## config.mk

```make
export PLATFORM = sky130hd
export DESIGN_NAME = kstm_cell
export DESIGN_NICKNAME = d
export VERILOG_FILES = /design/src/rtl/kstm_pkg.sv /design/src/rtl/kstm_cell.sv
export SDC_FILE = /design/constraint.sdc
export NUM_CORES = 1
export LEC_CHECK = 0
export ABC_AREA = 1
export BUFFER_PORTS_ARGS = -buffer_cell sky130_fd_sc_hd__buf_4
export CAP_MARGIN = 20
export CORE_MARGIN = 2
export CORE_UTILIZATION = 40
export CTS_CLUSTER_DIAMETER = 40
export CTS_CLUSTER_SIZE = 14
export DETAILED_ROUTE_END_ITERATION = 12
export SYNTH_ARGS = -nofsm -noshare
export SYNTH_HDL_FRONTEND = slang
export SYNTH_SLANG_ARGS = --single-unit
```

## constraint.sdc

```tcl
create_clock -name i_clk -period 6.25 [get_ports i_clk]
set_clock_uncertainty 0.2 [all_clocks]
set_input_delay 0.9375 -clock i_clk [delete_from_list [all_inputs] [get_ports i_clk]]
set_output_delay 0.9375 -clock i_clk [all_outputs]
set_load 0.03 [all_outputs]
```

## src/rtl/kstm_pkg.sv

```systemverilog
// ============================================================================
// kstm_pkg: shared types and constants for the key template matcher
// Profile tables, field widths, sequencer states and control bundles.
// ============================================================================
package kstm_pkg;

    localparam int ACC_WIDTH_DEF = 32;
    localparam int N_PC          = 12;
    localparam int PC_W          = 4;
    localparam int MAG_W         = 16;
    // profile entries are below 1024, profile sums below 8192
    localparam int PROF_W        = 10;
    localparam int GROUP_GROW    = PROF_W + 2;
    localparam int SCORE_GROW    = PROF_W + 3;

    localparam logic [PC_W-1:0] LAST_ROOT = PC_W'(N_PC - 1);

    localparam logic [PROF_W-1:0] MAJOR_PROF [N_PC] = '{
        10'd635, 10'd223, 10'd348, 10'd233, 10'd438, 10'd409,
        10'd252, 10'd519, 10'd239, 10'd366, 10'd229, 10'd288
    };
    localparam logic [PROF_W-1:0] MINOR_PROF [N_PC] = '{
        10'd633, 10'd268, 10'd352, 10'd538, 10'd260, 10'd353,
        10'd254, 10'd475, 10'd398, 10'd269, 10'd334, 10'd317
    };

    typedef enum logic [3:0] {
        S_IDLE  = 4'b0001,
        S_ROT   = 4'b0010,
        S_DRAIN = 4'b0100,
        S_EMIT  = 4'b1000
    } t_state;

    // per-cycle command to every cell of the ring
    typedef struct packed {
        logic add;
        logic rotate;
        logic clear;
    } t_cell_ctl;

    // rotation step travelling alongside the scores
    typedef struct packed {
        logic            vld;
        logic [PC_W-1:0] root;
    } t_tag;

    typedef struct packed {
        logic [PC_W-1:0] root;
        logic            minor;
    } t_key_res;

endpackage

```

## src/rtl/kstm_cell.sv

```systemverilog
// ============================================================================
// kstm_cell: one chroma bin of the rotating ring
// Saturating accumulate, hand-over to the neighbour, profile products.
// ============================================================================
module kstm_cell import kstm_pkg::*; #(
    parameter int ACC_WIDTH = ACC_WIDTH_DEF,
    parameter int IDX       = 0
) (
    input  logic                        i_clk,
    input  logic                        i_rst_n,
    input  t_cell_ctl                   i_ctl,
    input  logic [PC_W-1:0]             i_pitch_class,
    input  logic [MAG_W-1:0]            i_magnitude,
    input  logic [ACC_WIDTH-1:0]        i_nbr_bin,
    output logic [ACC_WIDTH-1:0]        o_bin,
    output logic [ACC_WIDTH+PROF_W-1:0] o_prod_maj,
    output logic [ACC_WIDTH+PROF_W-1:0] o_prod_min
);

    localparam int PW = ACC_WIDTH + PROF_W;

    logic [ACC_WIDTH-1:0] r_bin, n_bin;
    logic [ACC_WIDTH:0]   w_sum;
    logic [PW-1:0]        r_prod_maj, r_prod_min;

    assign w_sum = {1'b0, r_bin} + (ACC_WIDTH + 1)'(i_magnitude);

    always_comb begin
        n_bin = r_bin;
        priority if (i_ctl.clear) begin
            n_bin = '0;
        end else if (i_ctl.rotate) begin
            n_bin = i_nbr_bin;
        end else if (i_ctl.add && i_pitch_class == PC_W'(IDX)) begin
            // saturate on carry out
            n_bin = w_sum[ACC_WIDTH] ? '1 : w_sum[ACC_WIDTH-1:0];
        end
    end

    always_ff @(posedge i_clk) begin
        if (!i_rst_n) begin
            r_bin <= '0;
        end else begin
            r_bin <= n_bin;
        end
    end

    always_ff @(posedge i_clk) begin
        r_prod_maj <= PW'(r_bin) * PW'(MAJOR_PROF[IDX]);
        r_prod_min <= PW'(r_bin) * PW'(MINOR_PROF[IDX]);
    end

    assign o_bin      = r_bin;
    assign o_prod_maj = r_prod_maj;
    assign o_prod_min = r_prod_min;

endmodule

```

==> out/qor.yml <==
path_class: "reg -> reg"
wl_met3_um: 2760
hold_buffers: 0
htreeDepth: 4
power.switching_mw: 1.97
synth.avg_cell_area_um2: 7.61
drive_gt1_share_pct: 10.7
r2r_cells: 22
finish.utilization_pct: 46.7
clk_latency_ns: 0.48
yosysWarnings: 0
die_w_um: 212
synth_ff_type: "dfxtp_1"
synth_cell_types: 44
syn_nets: 2791
grt_pass1_wl_um: 87000
synth_top_area_share_pct: 25.9
timing.rr.start: "o_bin[3]"
r2r_setup_slack_ns: 0.69
drt-initial-drc-count: 1158
powerDensity_mw_per_mm2: 214
wl_met1_um: 24900
ios: 173
area_delta_synth_final_pct: 15.7
synth_cells: 2278
clkTransAtPathRegs_ns: 0.06
synthesis.area_mm2: 0.0173
antenna_found_initial: 0
cp.arrival_ns: 5.70
grt_pass1_vias: 15800
hold_viol_final: 0
setup-tns-final_ns: 0
clk_path_buf_depth: 2
synth_edf_count: 0
r2r_end: "o_prod_maj[27]"
async_flop_share_pct: 0
path_max_fanout: 12
setup_viol: 0
required_ns: 6.39
period_needed_ns: 5.56
rsz0062_at_grt: "no"
top_layer: "met4"
finalPower_mw: 4.30
cts_sinks: 115
post_cts_buffers: 0
ys_ff_latch: 115
grt_usage_pct: 25.7
cts-root-buf: "clkbuf_16"
dp_hpwl_um: 46900
start_util_pct: 40.4
buffer_ports.inserted: 172
crit_path_start: "o_bin[3]"
grt_overflow: 0
via_per_inst: 4.92
combPwrFrac_pct: 52.3
status: "completed"
route.met2.wl_um: 25200
numCtsBuffers: 17
ant_nets: 0
ys_seq_area_share_pct: 13.3
dieArea_mm2: 0.0450
worst_pin_slew_ns: 0.951
drt_wl_total_um: 54400
grt_start_max_net_pins: 36
die_y_um: 212
drc_errors: 0
power_leakage_nw: 11.2
core_area_mm2: 0.0429
postCtsResizedCells: 0
final_cells: 3072
place_congestion: 0.950
dp_cells: 3039
drv_cap: 0
nFillCells: 4367
switching_share_pct: 45.9
yosysMostFrequentCell: "inv_1"
nets: 2987
cts_tree: "done"
power_frac_clock_pct: 24.2
finalCritPeriodShare_pct: 89.0
synth_largest_area_cell: "fa_1"
worstHoldPathCells: 3
synth.top_cells.by_count: "inv_1 (596), nand2_1 (416), ha_1 (232), fa_1 (224), nor2_1 (185)"
rows: 76
dr_total_vias: 15100
endpoint: "o_prod_maj[27]"
fmax_ghz: 0.180
pwr-share-seq_pct: 23.6
slew_headroom_pct: 36.5
hold_class: "reg -> reg"
wl_per_cell_um: 17.7
slew_viol_final: 0
holdWs_ns: 0.471
end_kind: "flop"
cp-start-kind: "flop"
intPower_mw: 2.33
firstDrtPassIters: 5
ir_drop_mv: 0.187
synth_area_leaders: "fa_1 (26%), ha_1 (17%), dfxtp_1 (13%)"
-- cells in the final DEF (no fill, tap or decap), drive strengths merged, types with 2 or more instances in the layout --
cell / n
fa: 224
buf: 192
a31oi: 18
nand2: 425
dfxtp: 115
nor2: 189
o21ai: 76
o21a: 5
a31o: 6
a21boi: 6
clkbuf: 17
xnor2: 21
nor3: 19
nand4: 13
ha: 232
a21o: 6
o221ai: 16
inv: 608
and2: 4
a41oi: 2
o21bai: 11
a21oi: 118
bufinv: 3
nor4: 4
clkinv: 7
nand3: 92
xor2: 50
-- logic make-up (layout without fill, tap and decap cells) --
kind of cell    after synthesis  count (layout)  share of synthesized area [%]
fa+ha+maj                   456             456                           42.6
simple gates                749             749                           17.8
flops                       115             115                           13.3
other cells                   0               1                              0
compound gates              267             267                           9.17
buf+inv                     620             828                           13.6
xor+xnor                     71              71                           3.59
-- registers in the layout, summed over array words and instances, names as in the netlist --
| register | count |
|---|---|
| o_bin | 32 |
| o_prod_maj | 41 |
| o_prod_min | 42 |
-- final cells by class --
type / count / area (um2) / area share (%)
clock inverters: 14 / 178 / 0.886
well taps: 585 / 732 / 3.65
repair buffers: 192 / 1460 / 7.29
inverters: 605 / 2270 / 11.3
clock buffers: 17 / 425 / 2.12
flip-flops and latches: 115 / 2300 / 11.5
diodes: 1 / 2.50 / 0.0125
multi-input cells: 1543 / 12700 / 63.2
-- layer usage --
metal,vias to the layer above,global-route usage (%)
li1,7367,-
met1,7196,34.6
met2,485,42.9
met3,76,2.91
met4,0,8.52
met5,-,0
-- power by group through the flow --
stage               registers, mW  clock network, mW  logic (mW)
finish                       1.01               1.04        2.25
global route                 1.03               1.09        2.49
CTS                          1.02               1.07        2.25
detailed placement           1.03                  0        2.24
global placement             1.03                  0        2.23
floorplan                    1.37                  0        1.08
-- critical path, stage by stage, from the launching register on --
cell     delay, ns
dfxtp_1       0.84
fa_1          0.35
inv_1         0.06
fa_1          0.47
fa_1          0.54
inv_1         0.05
fa_1          0.54
inv_1         0.07
fa_1          0.59
inv_1         0.07
ha_1          0.35
nand2_1       0.14
inv_1         0.05
a21oi_1       0.23
nand2_1       0.10
nand2_1       0.07
nand2_1       0.07
a21oi_1       0.21
inv_1         0.09
nand2_1       0.11
nand2_1       0.06
nand2_1       0.06
nand2_1       0.08
-- per-stage QoR --
step,setup WS (ns),cell area [um2]
after floorplan,1.41,17300
after global placement,0.712,19400
after detailed placement,0.668,19400
after CTS,0.647,20000
after global routing,0.328,20000
final,0.688,20000
-- worst min path at each step --
stage               from            end  slack (ns)
6_report       o_bin[31]      o_bin[31]        0.47
3_3_place_gp   o_bin[31]      o_bin[31]        0.47
4_1_cts        o_bin[31]      o_bin[31]        0.47
3_5_place_dp   o_bin[31]      o_bin[31]        0.46
2_1_floorplan   o_bin[0]  o_prod_min[0]        0.42
5_1_grt        o_bin[31]      o_bin[31]        0.48
Power figures use the tool's default switching activity.
