$ cat src/rtl/kstm_pkg.sv
// ============================================================================
// kstm_pkg: shared types and constants for the key template matcher
// Profile tables, field widths, sequencer states and control bundles.
// ============================================================================
package kstm_pkg;

    localparam int ACC_WIDTH_DEF = 32;
    localparam int N_PC          = 12;
    localparam int PC_W          = 4;
    localparam int MAG_W         = 16;
    // profile entries are below 1024, profile sums below 8192
    localparam int PROF_W        = 10;
    localparam int GROUP_GROW    = PROF_W + 2;
    localparam int SCORE_GROW    = PROF_W + 3;

    localparam logic [PC_W-1:0] LAST_ROOT = PC_W'(N_PC - 1);

    localparam logic [PROF_W-1:0] MAJOR_PROF [N_PC] = '{
        10'd635, 10'd223, 10'd348, 10'd233, 10'd438, 10'd409,
        10'd252, 10'd519, 10'd239, 10'd366, 10'd229, 10'd288
    };
    localparam logic [PROF_W-1:0] MINOR_PROF [N_PC] = '{
        10'd633, 10'd268, 10'd352, 10'd538, 10'd260, 10'd353,
        10'd254, 10'd475, 10'd398, 10'd269, 10'd334, 10'd317
    };

    typedef enum logic [3:0] {
        S_IDLE  = 4'b0001,
        S_ROT   = 4'b0010,
        S_DRAIN = 4'b0100,
        S_EMIT  = 4'b1000
    } t_state;

    // per-cycle command to every cell of the ring
    typedef struct packed {
        logic add;
        logic rotate;
        logic clear;
    } t_cell_ctl;

    // rotation step travelling alongside the scores
    typedef struct packed {
        logic            vld;
        logic [PC_W-1:0] root;
    } t_tag;

    typedef struct packed {
        logic [PC_W-1:0] root;
        logic            minor;
    } t_key_res;

endpackage

$ cat src/rtl/kstm_score.sv
// ============================================================================
// kstm_score: score summation and best-key tracking
// Registered adder tree over the ring's products, then ordered argmax.
// ============================================================================
module kstm_score import kstm_pkg::*; #(
    parameter int ACC_WIDTH = ACC_WIDTH_DEF
) (
    input  logic                        i_clk,
    input  logic                        i_rst_n,
    input  t_tag                        i_tag,
    input  logic [ACC_WIDTH+PROF_W-1:0] i_prod_maj [N_PC],
    input  logic [ACC_WIDTH+PROF_W-1:0] i_prod_min [N_PC],
    output t_key_res                    o_best,
    output logic                        o_done
);

    localparam int GW    = ACC_WIDTH + GROUP_GROW;
    localparam int SW    = ACC_WIDTH + SCORE_GROW;
    localparam int N_GRP = N_PC / 4;

    t_tag          r_a_tag, r_b_tag, r_c_tag;
    logic [GW-1:0] w_grp_maj [N_GRP];
    logic [GW-1:0] w_grp_min [N_GRP];
    logic [GW-1:0] r_grp_maj [N_GRP];
    logic [GW-1:0] r_grp_min [N_GRP];
    logic [SW-1:0] r_c_maj, r_c_min;
    logic [SW-1:0] r_best, n_best;
    t_key_res      r_best_key, n_best_key;
    logic          r_done;
    logic          w_take_maj, w_min_gt_best, w_min_gt_maj, w_take_min;

    // tags follow the data one stage at a time
    always_ff @(posedge i_clk) begin
        if (!i_rst_n) begin
            r_a_tag <= '0;
            r_b_tag <= '0;
            r_c_tag <= '0;
            r_done  <= 1'b0;
        end else begin
            r_a_tag <= i_tag;
            r_b_tag <= r_a_tag;
            r_c_tag <= r_b_tag;
            r_done  <= r_c_tag.vld && (r_c_tag.root == LAST_ROOT);
        end
    end

    // groups of four products
    always_comb begin
        for (int g = 0; g < N_GRP; g++) begin
            w_grp_maj[g] = GW'(i_prod_maj[4*g]) + GW'(i_prod_maj[4*g+1])
                         + GW'(i_prod_maj[4*g+2]) + GW'(i_prod_maj[4*g+3]);
            w_grp_min[g] = GW'(i_prod_min[4*g]) + GW'(i_prod_min[4*g+1])
                         + GW'(i_prod_min[4*g+2]) + GW'(i_prod_min[4*g+3]);
        end
    end

    always_ff @(posedge i_clk) begin
        r_grp_maj <= w_grp_maj;
        r_grp_min <= w_grp_min;
        r_c_maj   <= SW'(r_grp_maj[0]) + SW'(r_grp_maj[1]) + SW'(r_grp_maj[2]);
        r_c_min   <= SW'(r_grp_min[0]) + SW'(r_grp_min[1]) + SW'(r_grp_min[2]);
    end

    // major before minor; root 0 always loads, then strictly greater replaces
    assign w_take_maj    = (r_c_tag.root == '0) || (r_c_maj > r_best);
    assign w_min_gt_best = r_c_min > r_best;
    assign w_min_gt_maj  = r_c_min > r_c_maj;
    assign w_take_min    = w_take_maj ? w_min_gt_maj : w_min_gt_best;

    always_comb begin
        n_best     = r_best;
        n_best_key = r_best_key;
        if (r_c_tag.vld) begin
            if (w_take_min) begin
                n_best           = r_c_min;
                n_best_key.root  = r_c_tag.root;
                n_best_key.minor = 1'b1;
            end else if (w_take_maj) begin
                n_best           = r_c_maj;
                n_best_key.root  = r_c_tag.root;
                n_best_key.minor = 1'b0;
            end
        end
    end

    always_ff @(posedge i_clk) begin
        r_best     <= n_best;
        r_best_key <= n_best_key;
    end

    assign o_best = r_best_key;
    assign o_done = r_done;

endmodule
$ cat config.mk
export PLATFORM = sky130hd
export DESIGN_NAME = kstm_score
export DESIGN_NICKNAME = d
export VERILOG_FILES = /design/src/rtl/kstm_pkg.sv /design/src/rtl/kstm_score.sv
export SDC_FILE = /design/constraint.sdc
export NUM_CORES = 2
export LEC_CHECK = 0
export ABC_CLOCK_PERIOD_IN_PS = 12200
export BUFFER_PORTS_ARGS = -buffer_cell sky130_fd_sc_hd__buf_2
export CAP_MARGIN = 20
export CELL_PAD_IN_SITES_DETAIL_PLACEMENT = 1
export CELL_PAD_IN_SITES_GLOBAL_PLACEMENT = 2
export CORE_AREA = 2 2 402 404
export DETAILED_ROUTE_END_ITERATION = 12
export DIE_AREA = 0 0 404 406
export GPL_ROUTABILITY_DRIVEN = 0
export GPL_TIMING_DRIVEN = 1
export PLACE_DENSITY = 0.85
export SETUP_SLACK_MARGIN = 0.2
export SYNTH_ARGS = -nofsm -noshare
export SYNTH_HDL_FRONTEND = slang
export SYNTH_SLANG_ARGS = --single-unit
$ cat constraint.sdc
create_clock -name i_clk -period 12.2 [get_ports i_clk]
set_input_delay 0.61 -clock i_clk [delete_from_list [all_inputs] [get_ports i_clk]]
set_output_delay 0.61 -clock i_clk [all_outputs]
set_load 0.02 [all_outputs]
==> run_results.csv <==
group,metric,value,unit
status,status,"completed",
synth,synthFlopType,"dfxtp_1",
die,dieHeight,406,um
timing,fin_setup_tns,0,ps
route,wl,150,mm
worst_setup_path,startpoint,"i_prod_maj[170]",
power,ir_drop,151,uV
cells_and_area,syn2layout_area_growth,20.3,%
die,num_rows,147,
timing,fin_skew,29.1,ps
power,p_seq_share,17.6,%
die,core,160000,um2
clocking,hold_buffers,0,
job,cap_violations,0,
power,leakagePower,30.4,nW
cells_and_area,fin_nets,8316,
synth,netlist_area,46400,um2
power,p_per_area,286,nW/um2
worst_setup_path,cp_num_buf_inv,3,
worst_setup_path,cp.depth,17,
clocking,cts_setup_buffers,0,
worst_setup_path,crit_path_end,"r_grp_maj[86]",
timing,rsz0062_at_grt,"false",
route,drc,0,
timing,finalCritPeriodShare,39.2,%
synth,synth_async_sr_flop_share,0,%
power,switching_share,49.0,%
grt,use_met2,32.8,%
worst_setup_path,cp.arrival,5330,ps
grt,grt.met3_usage,2.58,%
worst_setup_path,cp_slowest_stage_delay,820,ps
synth,synth.distinct_cells,95,
grt,grt_antenna_before_repair,20,
timing,period_minus_slack,4780,ps
worst_setup_path,worstSetupStartpointType,"primary input",
clocking,clk_latency,640,ps
synth,synth_most_common_cell,"inv_1",
route,drt_pass1_iterations,5,
route,drtIter0Drc,1431,
clocking,cts_tree,"built",
worst_setup_path,r2r_slack,7720,ps
die,die_area,164000,um2
cells_and_area,layout-drive-gt1-share,19.2,%
synth,synth_top_area_share,25.6,%
worst_setup_path,crit_fanout,5,
worst_setup_path,worstReg2RegEnd,"r_c_min[41]",
route,antenna_left,0,
synth,synth_area_leaders,"fa_1 26%, dfxtp_1 16%, ha_1 13%",
placed_design,dp_hpwl,135,mm
grt,grt_pass1_vias,42000,
grt,use_met1,22.1,%
synth,syn_inst,5185,
clocking,clk_pin_slew,60,ps
power,p_switching,0.00782,W
power,p_int,0.00815,W
grt,grt_usage,18.0,%
clocking,cts_buffers,52,
power,pwr-share-clk,10.3,%
clocking,cts-root-buf,"clkbuf_16",
die,io_pins,1021,
synth,synth_commonest_cells,"1544 x inv_1, 594 x fa_1, 479 x ha_1",
synth,seq_area_frac_synth,19.2,%
route,via_count,38000,
hold_path,hold_class,"in -> reg",
worst_setup_path,cp-end-kind,"flip-flop",
worst_setup_path,crit_slowest_cell,"a31oi_1",
timing,finalSetupViolCount,0,
route,viasPerCell,4.54,
grt,grt_pass1_wl,229,mm
grt,grt_overflow_total,0,
timing,hold_viol,0,
synth,synth_area_per_cell,8.94,um2
grt,grt_max_degree,46,
worst_setup_path,worst_path_most_repeated_cell,"a21oi_1",
power,finalPower,0.0160,W
die,start_util,29.0,%
timing,max-slew-margin-rel,35.7,%
synth,syn-num-nets,7273,
synth,ys_warn_count,0,
timing,final_max_slew_viol_count,0,
grt,busiest_layer,"met2",
clocking,cts_resized,0,
synth,yosysTopAreaCell,"fa_1",
worst_setup_path,reg2reg_depth,14,
worst_setup_path,cp_top_family,"compound AO/OA/AOI/OAI gates",
worst_setup_path,worst-setup-path-type,"in -> reg",
worst_setup_path,cp.required,12750,ps
synth,synth-edff-count,50,
worst_setup_path,path_cells,"buf_2 -> inv_1 -> fa_1 -> fa_1 -> inv_1 -> ha_1 -> a21o_1 -> a21oi_1 -> o21ai_0 -> a21oi_1 -> o21ai_1 -> a31oi_1 -> o31ai_1 -> a21oi_1 -> o31ai_2 -> a311oi_1 -> xnor2_1",
clocking,clock_path_buffers,3,
route,wire_per_inst,17.9,um
clocking,htreeDepth,2,
clocking,cts_sinks,420,
timing,tightest_slew,961,ps
timing,max_freq,209,MHz
placed_design,io_buffers,1020,
die,die_x,404,um
power,pwr-share-comb,72.1,%
cells_and_area,fill_cells,19200,
synth,ys_ff_latch,420,
worst_setup_path,rr_startpoint,"r_grp_min[1]",
cells in the final DEF (no fill, tap or decap), drive strengths merged, types with 7 or more instances in the layout:
master	n
inv	1550
buf	1025
fa	594
ha	479
dfxtp	370
a21oi	345
a21o	214
xnor2	203
nor2	184
o21ai	184
nand2	154
xor2	94
clkbuf	72
nand4	70
nand3	58
nor2b	54
edfxtp	50
o21a	47
mux2	45
o21bai	44
nor3	41
nand2b	38
and3	38
a211oi	31
and2	30
a31oi	26
o31ai	19
o211ai	17
clkinv	15
a211o	14
or3	13
nor4	12
and4	11
a21boi	11
a221o	10
a2111oi	10
o221ai	8
a311oi	7
cell type report:
cell class | count | area, um2 | area share (%)
clock inverters | 27 | 319 | 0.572
clock buffers | 70 | 1490 | 2.68
well taps | 2086 | 2610 | 4.68
flip-flops and latches | 420 | 8910 | 16.0
repair buffers | 1027 | 5150 | 9.23
diodes | 6 | 15.0 | 0.0269
inverters | 1544 | 5800 | 10.4
multi-input cells | 3183 | 31500 | 56.5
per-layer routing:
layer  up-vias  wire length, um
li1      18500                -
met1     18500            62900
met2       838            76100
met3       174             6990
met4        14             3500
met5         -               92
power groups by stage:
stage               clock (W)  combinational (W)  sequential, W
floorplan                   0            0.00847        0.00259
global placement            0             0.0114        0.00288
detailed placement          0             0.0116        0.00289
CTS                   0.00172             0.0117        0.00287
global route          0.00178             0.0131        0.00291
finish                0.00165             0.0115        0.00281
state kept, by name, indices dropped and copies added (netlist names):
name,count
r_c_maj,45
r_a_tag,5
r_grp_min,132
r_c_tag,5
r_b_tag,5
r_grp_maj,132
o_best,5
o_done,1
r_best,45
r_c_min,45
worst register-to-register path: stages, from the launching register on:
cell       delay (ps)
dfxtp_1           320
fa_1              500
ha_1              240
fa_1              460
a21o_1            180
a21oi_1           200
o21ai_0           270
a31oi_1           380
a2bb2oi_1         490
a21oi_1           240
a21oi_1           340
a21oi_1           220
a21o_1            220
a21oi_1           200
xnor2_1           160
stage by stage:
step / cells / utilization, % / hold slack (ps) / cell area (um2) / setup WS (ps)
floorplan: 5185 / - / 412 / 46400 / 6480
global placement: 8257 / 33.8 / 417 / 54000 / 6650
detailed placement: 8258 / 33.8 / 420 / 54000 / 6690
CTS: 8355 / 34.9 / 94.8 / 55800 / 7360
global route: 8359 / 34.9 / 143 / 55800 / 7110
finish: 8363 / 35.0 / 180 / 55800 / 7420
cell families after synthesis:
family                     Yosys count  share of synthesized area (%)
adders and majority gates         1073                           38.6
xor gates and xnor gates           297                           5.61
buffers and inverters             1582                           12.9
AOI/OAI and AO/OA                 1041                           14.7
DFF                                420                           19.2
muxes                               50                           1.20
and+or+nand+nor                    722                           7.82
how the worst min path moves through the flow:
stage,startpoint,endpoint,slack [ps],cells past startpoint
final,i_tag[2],r_a_tag[2],180,2
after global routing,i_tag[2],r_a_tag[2],140,2
after CTS,i_tag[2],r_a_tag[2],90,2
after detailed placement,r_a_tag[0],r_b_tag[0],420,1
after global placement,r_a_tag[2],r_b_tag[2],420,1
after floorplan,r_a_tag[3],r_b_tag[3],410,1
(Power assumes the default switching activity.)
